**src/sv/fsia_pkg.sv**
```systemverilog
// Shared constants and helpers for the integer-to-ASCII stream formatter.
// Used by fsia_dabble and format_stream_int_to_ascii; no dependencies.
package fsia_pkg;

  localparam int unsigned BIN_W      = 32;
  localparam int unsigned BCD_DIGITS = 10;
  localparam int unsigned BCD_W      = 4 * BCD_DIGITS;
  localparam int unsigned CNT_W      = 31;
  localparam int unsigned IN_W       = 40;
  localparam int unsigned OUT_W      = 40;

  localparam logic [CNT_W-1:0] COUNT_MAX = {CNT_W{1'b1}};

  localparam logic [7:0] CH_NUL     = 8'h00;
  localparam logic [7:0] CH_PERCENT = 8'h25;
  localparam logic [7:0] CH_MINUS   = 8'h2d;
  localparam logic [7:0] CH_ZERO    = 8'h30;
  localparam logic [7:0] CH_LOWER_A = 8'h61;
  localparam logic [7:0] CH_D       = 8'h64;
  localparam logic [7:0] CH_X       = 8'h78;

  function automatic logic [7:0] digit_char(input logic [3:0] dig);
    logic [7:0] res;
    if (dig < 4'd10) begin
      res = CH_ZERO + {4'd0, dig};
    end else begin
      res = CH_LOWER_A + {4'd0, dig} - 8'd10;
    end
    return res;
  endfunction

endpackage

```
**src/sv/fsia_dabble.sv**
```systemverilog
// Bit-serial binary to BCD converter using the shift-and-add-three method.
// One input bit per cycle; depends on fsia_pkg.
module fsia_dabble (
  input  logic                       clk_i,
  input  logic                       rst_ni,
  input  logic                       start_i,
  input  logic [fsia_pkg::BIN_W-1:0] bin_i,
  output logic                       done_o,
  output logic [fsia_pkg::BCD_W-1:0] bcd_o
);
  import fsia_pkg::*;

  localparam int unsigned CW = $clog2(BIN_W);

  logic             busy_q, busy_d;
  logic             done_q, done_d;
  logic [CW-1:0]    cnt_q, cnt_d;
  logic [BIN_W-1:0] sh_q, sh_d;
  logic [BCD_W-1:0] bcd_q, bcd_d, adj;

  always_comb begin
    for (int i = 0; i < BCD_DIGITS; i++) begin
      if (bcd_q[4*i +: 4] > 4'd4) begin
        adj[4*i +: 4] = bcd_q[4*i +: 4] + 4'd3;
      end else begin
        adj[4*i +: 4] = bcd_q[4*i +: 4];
      end
    end
  end

  always_comb begin
    busy_d = busy_q;
    done_d = 1'b0;
    cnt_d  = cnt_q;
    sh_d   = sh_q;
    bcd_d  = bcd_q;
    if (start_i) begin
      busy_d = 1'b1;
      cnt_d  = CW'(BIN_W - 1);
      sh_d   = bin_i;
      bcd_d  = '0;
    end else if (busy_q) begin
      bcd_d = {adj[BCD_W-2:0], sh_q[BIN_W-1]};
      sh_d  = {sh_q[BIN_W-2:0], 1'b0};
      cnt_d = cnt_q - 1'b1;
      if (cnt_q == '0) begin
        busy_d = 1'b0;
        done_d = 1'b1;
      end
    end
  end

  always_ff @(posedge clk_i or negedge rst_ni) begin
    if (!rst_ni) begin
      busy_q <= 1'b0;
      done_q <= 1'b0;
      cnt_q  <= '0;
    end else begin
      busy_q <= busy_d;
      done_q <= done_d;
      cnt_q  <= cnt_d;
    end
  end

  always_ff @(posedge clk_i) begin
    sh_q  <= sh_d;
    bcd_q <= bcd_d;
  end

  assign done_o = done_q;
  assign bcd_o  = bcd_q;

`ifndef SYNTHESIS
  a_done_ends_busy: assert property (@(posedge clk_i) disable iff (!rst_ni)
    done_q |-> !busy_q)
    else $error("converter done while still busy");
  a_start_only_idle: assert property (@(posedge clk_i) disable iff (!rst_ni)
    busy_q |-> !start_i)
    else $error("converter restarted while busy");
  a_done_after_run: assert property (@(posedge clk_i) disable iff (!rst_ni)
    $rose(done_q) |-> $past(busy_q))
    else $error("converter done without a run");
`endif

endmodule

```
**src/sv/format_stream_int_to_ascii.sv**
```systemverilog
// An echoed byte passes through ST_ECHO into the output register; 'x' steps the shifter once
// per digit position (ten); 'd' first runs the bit-serial BCD conversion in ST_CONV, then
// ST_SIGN for a minus sign, then the digits; a '%', a terminator or an unknown letter is
// handled in the idle state and sends nothing out.
// One item is in work at a time; the output register lets a finished beat wait for the sink.
// Reset is asynchronous and active low; it clears the pending flag and the written count.
// Top level of the formatter; depends on fsia_pkg and fsia_dabble.
module format_stream_int_to_ascii (
  input  logic                       clk_i,
  input  logic                       rst_ni,
  input  logic                       s_axis_tvalid,
  output logic                       s_axis_tready,
  // Fields from bit 0: format_byte[7:0], arg_value[39:8].
  input  logic [fsia_pkg::IN_W-1:0]  s_axis_tdata,
  output logic                       m_axis_tvalid,
  input  logic                       m_axis_tready,
  // Fields from bit 0: out_char[7:0], total_written[38:8], zero fill[39].
  output logic [fsia_pkg::OUT_W-1:0] m_axis_tdata,
  output logic                       m_axis_tlast
);
  import fsia_pkg::*;

  typedef enum logic [2:0] {
    ST_IDLE, ST_ECHO, ST_CONV, ST_SIGN, ST_DIGITS
  } state_e;

  state_e           state_q, state_d;
  logic             pend_q, pend_d;
  logic [CNT_W-1:0] written_q, written_d, cnt_inc;
  logic [7:0]       echo_q, echo_d;
  logic             neg_q, neg_d;
  logic [BCD_W-1:0] buf_q, buf_d;
  logic [3:0]       rem_q, rem_d;
  logic             lead_q, lead_d;
  logic             out_valid_q, out_valid_d;
  logic [7:0]       out_char_q, out_char_d;
  logic             out_last_q, out_last_d;
  logic [CNT_W-1:0] out_total_q, out_total_d;

  logic             acc, fire, dab_start, dab_done;
  logic [7:0]       in_byte;
  logic [BIN_W-1:0] in_arg, dab_bin;
  logic [BCD_W-1:0] dab_bcd;
  logic [3:0]       dig;

  assign in_byte = s_axis_tdata[7:0];
  assign in_arg  = s_axis_tdata[39:8];
  assign dab_bin = in_arg[BIN_W-1] ? (~in_arg + 1'b1) : in_arg;
  assign s_axis_tready = (state_q == ST_IDLE);
  assign acc  = s_axis_tvalid && s_axis_tready;
  assign fire = !out_valid_q || m_axis_tready;
  assign cnt_inc = (written_q == COUNT_MAX) ? written_q : written_q + 1'b1;
  assign dig = buf_q[BCD_W-1 -: 4];

  fsia_dabble u_dabble (
    .clk_i   (clk_i),
    .rst_ni  (rst_ni),
    .start_i (dab_start),
    .bin_i   (dab_bin),
    .done_o  (dab_done),
    .bcd_o   (dab_bcd)
  );

  always_comb begin
    state_d     = state_q;
    pend_d      = pend_q;
    written_d   = written_q;
    echo_d      = echo_q;
    neg_d       = neg_q;
    buf_d       = buf_q;
    rem_d       = rem_q;
    lead_d      = lead_q;
    out_valid_d = out_valid_q;
    out_char_d  = out_char_q;
    out_last_d  = out_last_q;
    out_total_d = out_total_q;
    dab_start   = 1'b0;
    if (out_valid_q && m_axis_tready) begin
      out_valid_d = 1'b0;
    end
    case (state_q)
      ST_IDLE: begin
        if (acc) begin
          if (in_byte == CH_NUL) begin
            pend_d    = 1'b0;
            written_d = '0;
          end else if (pend_q) begin
            pend_d = 1'b0;
            if (in_byte == CH_D) begin
              dab_start = 1'b1;
              neg_d     = in_arg[BIN_W-1];
              state_d   = ST_CONV;
            end else if (in_byte == CH_X) begin
              buf_d   = {{(BCD_W-BIN_W){1'b0}}, in_arg};
              rem_d   = 4'(BCD_DIGITS);
              lead_d  = 1'b1;
              state_d = ST_DIGITS;
            end
          end else if (in_byte == CH_PERCENT) begin
            pend_d = 1'b1;
          end else begin
            echo_d  = in_byte;
            state_d = ST_ECHO;
          end
        end
      end
      ST_ECHO: begin
        if (fire) begin
          out_valid_d = 1'b1;
          out_char_d  = echo_q;
          out_last_d  = 1'b1;
          out_total_d = cnt_inc;
          written_d   = cnt_inc;
          state_d     = ST_IDLE;
        end
      end
      ST_CONV: begin
        if (dab_done) begin
          buf_d   = dab_bcd;
          rem_d   = 4'(BCD_DIGITS);
          lead_d  = 1'b1;
          state_d = neg_q ? ST_SIGN : ST_DIGITS;
        end
      end
      ST_SIGN: begin
        if (fire) begin
          out_valid_d = 1'b1;
          out_char_d  = CH_MINUS;
          out_last_d  = 1'b0;
          out_total_d = cnt_inc;
          written_d   = cnt_inc;
          state_d     = ST_DIGITS;
        end
      end
      ST_DIGITS: begin
        if (lead_q && dig == 4'd0 && rem_q != 4'd1) begin
          buf_d = {buf_q[BCD_W-5:0], 4'd0};
          rem_d = rem_q - 1'b1;
        end else if (fire) begin
          out_valid_d = 1'b1;
          out_char_d  = digit_char(dig);
          out_last_d  = (rem_q == 4'd1);
          out_total_d = cnt_inc;
          written_d   = cnt_inc;
          buf_d       = {buf_q[BCD_W-5:0], 4'd0};
          rem_d       = rem_q - 1'b1;
          lead_d      = 1'b0;
          if (rem_q == 4'd1) begin
            state_d = ST_IDLE;
          end
        end
      end
      default: begin
        state_d = ST_IDLE;
      end
    endcase
  end

  always_ff @(posedge clk_i or negedge rst_ni) begin
    if (!rst_ni) begin
      state_q     <= ST_IDLE;
      pend_q      <= 1'b0;
      written_q   <= '0;
      out_valid_q <= 1'b0;
      lead_q      <= 1'b0;
      rem_q       <= '0;
    end else begin
      state_q     <= state_d;
      pend_q      <= pend_d;
      written_q   <= written_d;
      out_valid_q <= out_valid_d;
      lead_q      <= lead_d;
      rem_q       <= rem_d;
    end
  end

  always_ff @(posedge clk_i) begin
    echo_q      <= echo_d;
    neg_q       <= neg_d;
    buf_q       <= buf_d;
    out_char_q  <= out_char_d;
    out_last_q  <= out_last_d;
    out_total_q <= out_total_d;
  end

  assign m_axis_tvalid = out_valid_q;
  assign m_axis_tlast  = out_last_q;
  assign m_axis_tdata  = {1'b0, out_total_q, out_char_q};

`ifndef SYNTHESIS
  a_done_in_conv: assert property (@(posedge clk_i) disable iff (!rst_ni)
    dab_done |-> state_q == ST_CONV)
    else $error("conversion finished outside the conversion state");
  a_digits_left: assert property (@(posedge clk_i) disable iff (!rst_ni)
    state_q == ST_DIGITS |-> rem_q != 4'd0)
    else $error("digit shifter ran out of positions");
  a_more_follows: assert property (@(posedge clk_i) disable iff (!rst_ni)
    m_axis_tvalid && !m_axis_tlast |-> state_q != ST_IDLE)
    else $error("non-final beat shown with no characters pending");
  a_count_drop: assert property (@(posedge clk_i) disable iff (!rst_ni)
    written_q < $past(written_q) |-> $past(acc && in_byte == CH_NUL))
    else $error("written count fell without a terminator");
`endif

endmodule
```
**config.mk**
```make
export PLATFORM = sky130hd
export DESIGN_NAME = format_stream_int_to_ascii
export DESIGN_NICKNAME = d
export VERILOG_FILES = /design/src/sv/fsia_pkg.sv /design/src/sv/fsia_dabble.sv /design/src/sv/format_stream_int_to_ascii.sv
export SDC_FILE = /design/constraint.sdc
export NUM_CORES = 1
export LEC_CHECK = 0
export BUFFER_PORTS_ARGS = -buffer_cell sky130_fd_sc_hd__buf_2
export CORE_ASPECT_RATIO = 1.25
export CORE_MARGIN = 4
export CORE_UTILIZATION = 55
export CTS_CLUSTER_DIAMETER = 100
export DETAILED_ROUTE_END_ITERATION = 6
export GPL_ROUTABILITY_DRIVEN = 0
export HOLD_SLACK_MARGIN = 0.08
export PLACE_DENSITY_LB_ADDON = 0.15
export RECOVER_POWER = 100
export SYNTH_ARGS = -nofsm -noshare
export SYNTH_HDL_FRONTEND = slang
export SYNTH_SLANG_ARGS = --single-unit
```
**constraint.sdc**
```tcl
create_clock -name clk_i -period 3.75 [get_ports clk_i]
set_input_delay 0 -clock clk_i [delete_from_list [all_inputs] [get_ports clk_i]]
set_output_delay 0 -clock clk_i [all_outputs]
set_load 0.02 [all_outputs]
```
==> key figures, run 1 <==
Outcome
  – Status: finished, violations left
  – Failing checks: max-capacitance violations, max-slew violations

Critical path
  – R2r setup slk: between 0.7 and 0.8 ns
  – Setup CP Type: register to register
  – Critical Path Sink Type: register
  – CP startpoint kind: register
  – Critical path arrival: 3.31 ns
  – R2r endpoint: u_dabble.bcd_o[5]
  – Critical Path RT: 4.10 ns
  – Worst r2r path cells: 5
  – Critical path cell sequence: nor3_1 > nand4_1 > clkinv_1 > clkbuf_1 > nor2_1
  – CP max FO: 21
  – RR Startpoint: state_q[0]
  – Crit path largest cell delay: just under 0.8 ns
  – CP max-delay cell: clkbuf_1

STA
  – Final hold vios: 0
  – Minimum clock period: 2.961 ns
  – Relative slew margins: -0.8290
  – Worst slew pin tran: ~2.7 ns
  – RSZ-0062 raised after global routing: false
  – Setup TNS: 0 ns
  – Final worst-path cycle share: 0.7897
  – Final Setup Violations: 0
  – FMAX: 0.3377 GHz
  – Final hold slack: between 0.3 and 0.4 ns
  – Final Slew Violations: 83
  – Clock Skews: between 0.01 and 0.015 ns

CTS
  – Num Clock Sinks: between 200 and 250
  – Clk Latency, worst-skew pair: ~0.51 ns
  – CTS clk-pin slew, worst paths: roughly 0.06 ns
  – Clk buf depth: 3
  – Root Buffer: clkbuf_16
  – H-tree levels: 1
  – CTS tree: yes
  – TritonCTS Buffers: 22
  – Post-CTS sizing: 0

Yosys
  – Library cells used by synthesis: a little over 80
  – Main area contributors after synthesis: edfxtp_1 (33%), dfrtp_1 (11%), dfxtp_1 (7.2%)
  – Synth Flop Type: edfxtp_1
  – Synth area leader: edfxtp_1
  – Post-synthesis cell count: approximately 1100
  – Most common cell in the netlist: nand2_1
  – EDFF count, synth: around 120
  – Yosys Warn Count: 0
  – Net count after synthesis: ~1200
  – Post-Syn Area per Cell: just over 10 sq um
  – Synth cell count leaders: nand2_1 (131), edfxtp_1 (121), nor2_1 (69)
  – Ys async rst share: 0.2297
  – #FFs+latches synth: 209
  – Top-area cell type share of the netlist area: 0.3271
  – Sequential element share of the synthesized area: 0.5073
  – Synth Cell Area: 11110 sq um

Placed design
  – # port buffers: 85
  – Post-DP HPWL: between 15 and 20 mm

Global route
  – Largest net degree at the start of global routing: 63
  – Global route total overflow: 0
  – Gr usage total: 0.2096
  – First-pass GRT wire length: approximately 40 mm
  – Initial antenna violation count: 0
  – Vias in the first global route: 8129

Power and ir drop
  – Leak Pwr: 5.066 nW
  – Worst ir drop on vdd: about 0.44 mV
  – Power Density: around 640 nW/um^2

Cells and area
  – Sequential Area: 5637 sq um
  – Fill count: approximately 1700
  – Area Growth Syn to Fin: 14.56%
  – Layout cells sized above 1: 0.08243
  – Number of inserted diodes: 0
  – Multi-input combinational cell area: just under 5000 sq um
  – Layout Nets: between 1000 and 1500

Routing
  – Drt wl/cell: between 15 and 20 um
  – Wirelength, routed: 23.70 mm
  – Via Count: roughly 8500
  – Drt initial violations: 570
  – ANT nets after route: 0
  – First-pass detailed-route iteration total: 5
  – Remaining DRCs: 0
  – Via-to-Cell Ratio: 5.829

Die
  – Die area: 22550 sq um
  – I/O pin count: slightly below 90
  – Starting density of the core: 0.5644
  – Die W: between 100 and 150 um
  – Core area: slightly below 20000 sq um
  – Cell Rows: 57
  – Die height: 166.9 um

Min path
  – Hold/Removal Path Class: input port to register
  – Hold EP: buf_q[30]
  – Worst hold stages: 4
  – Startpoint of the worst hold path: s_axis_tdata[38]

Flow run
  – Max cap viols: 2
[critical path: cells and delay by family, from the launching register on]
| kind | cells | cell delay, ns |
|---|---|---|
| DFF | 1 | 0.54 |
| and+or+nand+nor | 3 | 1.25 |
| buffers and inverters | 2 | 1.01 |
[report_power, final]
part / switching, mW / internal, mW
clock network: 0.883 / 1.31
registers: 0.551 / 3.12
logic: 1.31 / 0.994
total: 2.74 / 5.43
[worst max-delay path by stage]
stage | startpoint | to | slack [ns] | cells past startpoint
6_report | state_q[0] | u_dabble.bcd_o[5] | 0.79 | 5
5_1_grt | rst_ni | u_dabble.busy_q | 0.41 | 3
4_1_cts | rem_q[1] | written_q[26] | 1.05 | 9
3_5_place_dp | state_q[0] | u_dabble.sh_q[15] | 1.09 | 5
3_3_place_gp | state_q[0] | u_dabble.sh_q[2] | 1.05 | 5
2_1_floorplan | state_q[2] | rem_q[2] | 0.27 | 6
[logic make-up (layout without fill, tap and decap cells)]
group,after synthesis,in the layout,synth area share
AND/OR/NAND/NOR,341,341,0.1501
other,1,1,0.0003376
flip-flops,209,209,0.5073
XOR/XNOR,70,70,0.05519
multiplexers,35,35,0.03165
buffers and inverters,114,232,0.04415
adder cells (fa/ha/maj),27,27,0.03041
AO/OA/AOI/OAI,286,286,0.1809
[repair_timing]
| item | 4_1_cts | 5_1_grt |
|---|---|---|
| endpoints found under the hold margin | 133 | 0 |
| buffers inserted | 0 | 0 |
| hold buffers | 42 | 0 |
[through the flow]
stage               area (sq um)  power [mW]  cells    util  setup WS, ns
floorplan                  11110       5.434   1083       -        0.2748
detailed placement         11690       6.013   1384  0.5940         1.087
CTS                        12850       8.274   1466  0.6527         1.055
finish                     12730       8.170   1466  0.6466        0.7887
global route               12730       8.747   1466  0.6466        0.4108
global placement           11690       5.919   1384  0.5940         1.047
[flip-flops by register name, indices dropped and copies added (netlist names), 5 cells and up]
| register | count |
|---|---|
| out_total_q | 31 |
| u_dabble.bcd_o | 40 |
| out_char_q | 8 |
| written_q | 31 |
| u_dabble.cnt_q | 5 |
| buf_q | 40 |
| u_dabble.sh_q | 32 |
| echo_q | 8 |
[cell type report]
type,instances,share of cell area
clock buffer,34,0.05319
clock inverter,6,0.004522
inverter,49,0.01445
multi-input combinational,760,0.3899
sequential,209,0.4429
tap,265,0.02605
timing repair buffer,143,0.06901
[metal layers]
metal / track usage / vias to the layer above / share of wire
li1: - / 4210 / -
met1: 0.2794 / 4098 / 0.44
met2: 0.3640 / 207 / 0.50
met3: 0.02565 / 30 / 0.046
met4: 0.05129 / 0 / 0.015
met5: 0 / - / 0
[cell usage in the layout (no fill, tap or decap), types with 40 or more instances in the layout]
cell	synthesis	routed
nor2_1	69	69
o21ai_0	68	77
xor2_1	44	44
dlygate4sd3_1	0	42
dfxtp_1	40	40
dfrtp_1	48	47
edfxtp_1	121	121
inv_1	47	47
clkbuf_1	34	61
nand2_1	131	131
Note: power is estimated with default switching activity, not from simulation.
==> inputs of run 2 (changes only) <==
--- a/config.mk
+++ b/config.mk
@@ -5,6 +5,7 @@
 export SDC_FILE = /design/constraint.sdc
 export NUM_CORES = 1
 export LEC_CHECK = 0
+export ABC_AREA = 1
 export BUFFER_PORTS_ARGS = -buffer_cell sky130_fd_sc_hd__buf_2
 export CORE_ASPECT_RATIO = 1.25
 export CORE_MARGIN = 4
==> constraint.sdc (replaced) <==
create_clock -name clk_i -period 2.5 [get_ports clk_i]
set_input_delay 0 -clock clk_i [delete_from_list [all_inputs] [get_ports clk_i]]
set_output_delay 0 -clock clk_i [all_outputs]
set_load 0.02 [all_outputs]
==> key figures, run 2 <==
Critical path
  – Critical Path RT: about 2.8 ns
  – R2r endpoint: buf_q[6]
  – Worst r2r path cells: 8
  – R2r setup slk: around 0.23 ns
  – CP max FO: 41
  – CP startpoint kind: register
  – RR Startpoint: state_q[2]
  – CP max-delay cell: dfrtp_1
  – Crit path largest cell delay: roughly 0.49 ns
  – Cell mode on critical path: inv_1
  – Critical path arrival: between 2 and 3 ns
  – Critical Path Sink Type: register
  – Critical path cell sequence: inv_1 > nand3_2 > buf_4 > inv_1 > nor2_1 > inv_1 > clkbuf_2 > o221ai_1
  – Setup CP Type: register to register

Die
  – Die height: approximately 170 um
  – Cell Rows: 57
  – Die W: roughly 140 um
  – Starting density of the core: 0.5662
  – Die area: roughly 23000 sq um
  – I/O pin count: 87
  – Core area: a little under 20000 sq um

Cells and area
  – Commonest non-fill, non-tap cell in the layout: nand2_1
  – Number of inserted diodes: 0
  – Final Instance Area: roughly 13000 sq um
  – Non-Filler Instances: ~1800
  – Layout Nets: 1564
  – Area Growth Syn to Fin: 15.83%
  – Commonest non-fill, non-tap cells in the layout: nand2_1 (403), inv_1 (166), edfxtp_1 (121)
  – Utilization after layout: 0.6559
  – Layout cells sized above 1: 0.06561

Global route
  – Vias in the first global route: about 9000
  – Gr usage total: 0.2435
  – First-pass GRT wire length: between 40 and 50 mm
  – Initial antenna violation count: 0
  – Global route total overflow: 0
  – Largest net degree at the start of global routing: 49

Routing
  – First-pass detailed-route iteration total: 5
  – ANT nets after route: 0
  – Via Count: between 9000 and 10000
  – Via-to-Cell Ratio: about 5.4
  – Remaining DRCs: 0
  – Wirelength, routed: roughly 28 mm
  – Drt wl/cell: about 16 um
  – Drt initial violations: between 800 and 900

Yosys
  – Library cells used by synthesis: 38
  – Ys async rst share: 0.2297
  – Synth Cell Area: between 10000 and 15000 sq um
  – Sequential element share of the synthesized area: 0.5056
  – Post-Syn Area per Cell: approximately 8.2 sq um
  – Main area contributors after synthesis: edfxtp_1 (33%), nand2_1 (14%), dfrtp_1 (11%)
  – EDFF count, synth: roughly 120
  – Synth Flop Type: edfxtp_1
  – Synth cell count leaders: nand2_1 (401), inv_1 (162), edfxtp_1 (121)
  – Post-synthesis cell count: roughly 1400
  – Synth area leader: edfxtp_1
  – #FFs+latches synth: between 200 and 250
  – Net count after synthesis: between 1000 and 1500
  – Yosys Warn Count: 0
  – Most common cell in the netlist: nand2_1
  – Top-area cell type share of the netlist area: 0.3260

Power and ir drop
  – Final Power: between 10 and 15 mW
  – Power Density: roughly 1000 nW/um^2
  – Leak Pwr: about 5.6 nW
  – Psw: 4.676 mW
  – Sequential power share: 0.425
  – Sw Ratio: 0.3683
  – Int Pwr: between 8 and 9 mW
  – Worst ir drop on vdd: 0.7848 mV
  – Comb power frac: 0.324
  – Clk pwr share: 0.251

STA
  – Final Slew Violations: 0
  – Final Setup Violations: 0
  – Final worst-path cycle share: 0.9096
  – Worst slew pin tran: between 1 and 1.5 ns
  – FMAX: 0.4398 GHz
  – Relative slew margins: 0.1598
  – RSZ-0062 raised after global routing: false
  – Clock Skews: between 0.015 and 0.02 ns
  – Setup TNS: 0 ns
  – Final hold vios: 0
  – Minimum clock period: roughly 2.3 ns

Min path
  – Hold EP: echo_q[1]
  – Startpoint of the worst hold path: s_axis_tdata[1]
  – Hold/Removal Path Class: input port to register
  – Worst hold stages: 2

Outcome
  – Status: finished, final reports clean

CTS
  – Setup Buffers After CTS: 0
  – CTS clk-pin slew, worst paths: approximately 0.060 ns
  – H-tree levels: 1
  – TritonCTS Buffers: 22
  – Clk buf depth: 3
  – Root Buffer: clkbuf_16
  – Num Clock Sinks: roughly 210
  – Clk Latency, worst-skew pair: between 0.5 and 0.6 ns
  – CTS tree: yes

Placed design
  – # port buffers: 85
  – Post-DP HPWL: around 19 mm
  – Placed cells: between 1500 and 2000
  – Placed cell area: roughly 12000 sq um

Flow run
  – Max cap viols: 0
run 2: cell types whose count changed in the layout (fill, tap and decap cells not counted), moves of 29 or more:
cell / delta
nand2_1: +272
o21ai_0: +36
a22oi_1: -29
inv_1: +119
mux2i_1: -34
nand3_1: +71
nor2_1: +41
run 2: worst max-delay path by stage:
stage / from / endpoint / slack (ns)
after floorplan: rem_q[1] / out_total_q[0] / 0.31
after global placement: written_q[0] / out_total_q[1] / 0.56
after detailed placement: written_q[0] / out_total_q[1] / 0.50
after CTS: state_q[1] / u_dabble.sh_q[14] / 0.31
after global routing: written_q[0] / written_q[1] / 0.07
final: state_q[2] / buf_q[6] / 0.23
run 2: critical path, delay by kind of cell (launching register included):
| kind | cells | cell delay, ns |
|---|---|---|
| flops | 1 | 0.49 |
| compound gates | 1 | 0.33 |
| simple gates | 2 | 0.23 |
| buf+inv | 5 | 1.00 |
run 2: layer usage:
metal,track usage,share of wire,wire length (um)
met1,0.2846,0.38,10710
met2,0.4508,0.53,14820
met3,0.03031,0.047,1321
met4,0.09250,0.035,961
met5,0,0,0
run 2: final cells by class:
type	count	area [sq um]
Fill cell	1734	6774
Sequential cell	209	5635
Multi-Input combinational cell	937	4646
Timing Repair Buffer	154	964.7
Inverter	169	634.4
Clock buffer	33	633.1
Tap cell	265	331.6
Clock inverter	7	65.06
run 2: cells by family (layout without fill, tap and decap cells):
kind of cell | count (synthesis) | after routing | synth area share
AOI/OAI and AO/OA | 210 | 210 | 0.1074
xor gates and xnor gates | 43 | 43 | 0.03379
adders and majority gates | 27 | 27 | 0.03031
buffers and inverters | 214 | 363 | 0.07555
DFF | 209 | 209 | 0.5056
other | 1 | 1 | 0.0003365
and+or+nand+nor | 656 | 656 | 0.2470
run 2: power by group through the flow:
stage | clock, mW | combinational, mW | sequential, mW
after CTS | 3.25 | 4.29 | 5.39
after global routing | 3.41 | 4.68 | 5.51
after floorplan | 0 | 2.79 | 5.60
after global placement | 0 | 4.09 | 5.41
final | 3.19 | 4.12 | 5.39
after detailed placement | 0 | 4.21 | 5.44
run 2: repair_timing:
item / CTS / global route
endpoints found under the hold margin: 121 / 0
hold buffers: 46 / 0
resized for setup: 0 / 0
run 2: stage by stage:
stage | hold slack, ns | setup WS (ns)
after floorplan | -0.2956 | 0.3119
after CTS | 0.1519 | 0.3090
after global routing | 0.2406 | 0.06842
final | 0.2697 | 0.2260
after detailed placement | 0.1527 | 0.4958
after global placement | 0.1510 | 0.5579
==> inputs of run 3 (changes only) <==
--- a/config.mk
+++ b/config.mk
@@ -14,7 +14,7 @@
 export DETAILED_ROUTE_END_ITERATION = 6
 export GPL_ROUTABILITY_DRIVEN = 0
 export HOLD_SLACK_MARGIN = 0.08
-export PLACE_DENSITY_LB_ADDON = 0.15
+export PLACE_DENSITY = 0.8
 export RECOVER_POWER = 100
 export SYNTH_ARGS = -nofsm -noshare
 export SYNTH_HDL_FRONTEND = slang
==> key figures, run 3 (synthesis results as in run 2) <==
Outcome
  – Status: finished, final reports clean

Global route
  – Initial antenna violation count: 1
  – Vias in the first global route: 9524
  – Largest net degree at the start of global routing: 44
  – Gr usage total: 0.2448
  – First-pass GRT wire length: about 46 mm
  – Global route total overflow: 0

Critical path
  – Critical Path RT: about 2.9 ns
  – RR Startpoint: buf_q[36]
  – R2r setup slk: approximately 0.21 ns
  – Crit path largest cell delay: 0.56 ns
  – CP delay by family, top: buffers and inverters
  – CP max-delay cell: dlygate4sd3_1
  – Worst Path Buf+Inv: 6
  – Setup CP Type: input port to register
  – Worst r2r path cells: 9
  – CP startpoint kind: input port
  – Critical Path Sink Type: register
  – Critical path cell sequence: dlygate4sd3_1 > buf_2 > inv_2 > ha_2 > nand3_1 > nand2_2 > nand3_2 > inv_1 > nand2_1 > nand2_1 > dlygate4sd3_1 > nand3_1 > dlygate4sd3_1 > nand2_1
  – R2r endpoint: buf_q[19]
  – CP max FO: 4
  – Critical path arrival: roughly 2.7 ns

Flow run
  – Max cap viols: 0

CTS
  – Clk buf depth: 3
  – H-tree levels: 1
  – TritonCTS Buffers: 22
  – CTS clk-pin slew, worst paths: around 0.06 ns
  – Clk Latency, worst-skew pair: 0.51 ns
  – Num Clock Sinks: between 200 and 250
  – Root Buffer: clkbuf_16
  – CTS tree: yes

Placed design
  – Placed cells: about 1700
  – # port buffers: 85
  – Post-DP HPWL: 18.97 mm

Cells and area
  – Multi-input combinational cell area: approximately 4700 sq um
  – Sequential Area: approximately 5600 sq um
  – Non-Filler Instances: 1778
  – Layout Nets: 1567
  – Utilization after layout: 0.6557
  – Commonest non-fill, non-tap cell in the layout: nand2_1
  – Area Growth Syn to Fin: 15.79%
  – Layout cells sized above 1: 0.06746
  – Fill count: roughly 1600
  – Commonest non-fill, non-tap cells in the layout: nand2_1 (402), inv_1 (164), edfxtp_1 (121)

STA
  – Final hold vios: 0
  – FMAX: roughly 0.43 GHz
  – Relative slew margins: 0.003644
  – Worst slew pin tran: 1.495 ns
  – RSZ-0062 raised after global routing: false
  – Final Setup Violations: 0
  – Clock Skews: between 0.01 and 0.015 ns
  – Minimum clock period: 2.326 ns
  – Final Slew Violations: 0
  – Final worst-path cycle share: 0.9302
  – Setup TNS: 0 ns

Routing
  – Drt initial violations: between 800 and 900
  – Drt wl/cell: 15.73 um
  – ANT nets after route: 0
  – Via-to-Cell Ratio: 5.483
  – First-pass detailed-route iteration total: 5
  – Wirelength, routed: roughly 28 mm
  – Remaining DRCs: 0
  – Via Count: around 9700

Min path
  – Worst hold stages: 2
  – Startpoint of the worst hold path: s_axis_tdata[1]
  – Hold/Removal Path Class: input port to register
  – Hold EP: echo_q[1]

Die
  – Starting density of the core: 0.5662
  – Die height: ~170 um
  – Cell Rows: 57
  – I/O pin count: 87
  – Die W: about 140 um
  – Die area: 22620 sq um
  – Core area: around 20000 sq um

Power and ir drop
  – Leak Pwr: 5.641 nW
  – Power Density: around 1000 nW/um^2
  – Final Power: between 10 and 15 mW
  – Worst ir drop on vdd: about 0.70 mV
## run 3: worst max path at each step
stage | start | endpoint | slack, ns | cells past startpoint
floorplan | rem_q[1] | out_total_q[0] | 0.31 | 8
global placement | written_q[0] | out_total_q[1] | 0.52 | 9
detailed placement | written_q[0] | out_total_q[0] | 0.47 | 9
CTS | s_axis_tdata[8] | u_dabble.sh_q[14] | 0.07 | 14
global route | s_axis_tdata[8] | u_dabble.sh_q[14] | 0.02 | 14
finish | s_axis_tdata[9] | u_dabble.sh_q[14] | 0.17 | 14
## run 3: metal layers
metal / up-vias / global-route usage / share of wire
met4: 0 / 0.1188 / 0.045
met1: 4499 / 0.2825 / 0.38
met2: 393 / 0.4458 / 0.52
met5: - / 0 / 0
li1: 4761 / - / -
met3: 96 / 0.02851 / 0.057
## run 3: where the power goes
group          total (mW)  switching, mW  internal, mW  leakage, nW
logic                4.14           2.87          1.27         3.20
clock network        3.04           1.28          1.76        0.325
registers            5.40          0.510          4.89         2.11
## run 3: area by class of cell
| cell class | instances | area share |
|---|---|---|
| Clock buffer | 35 | 0.04964 |
| Tap cell | 265 | 0.02569 |
| Sequential cell | 209 | 0.4366 |
| Clock inverter | 5 | 0.002133 |
| Multi-Input combinational cell | 937 | 0.3604 |
| Antenna cell | 1 | 0.0001939 |
| Timing Repair Buffer | 157 | 0.07610 |
| Inverter | 169 | 0.04915 |
## run 3: repair_timing
action | CTS | global route
hold endpoints to repair | 121 | 0
resized for setup | 0 | 5
buffers inserted | 0 | 1
hold buffers | 49 | 0
endpoints found under the setup margin | 0 | 1
## run 3: per-stage QoR
stage          hold WS (ns)  cell area, sq um  setup WS (ns)
4_1_cts              0.2267             13050        0.06601
5_1_grt              0.2926             12910        0.01669
2_1_floorplan       -0.2956             11150         0.3119
6_report             0.2849             12910         0.1744
3_3_place_gp       0.003944             11890         0.5162
3_5_place_dp        0.01193             11890         0.4673
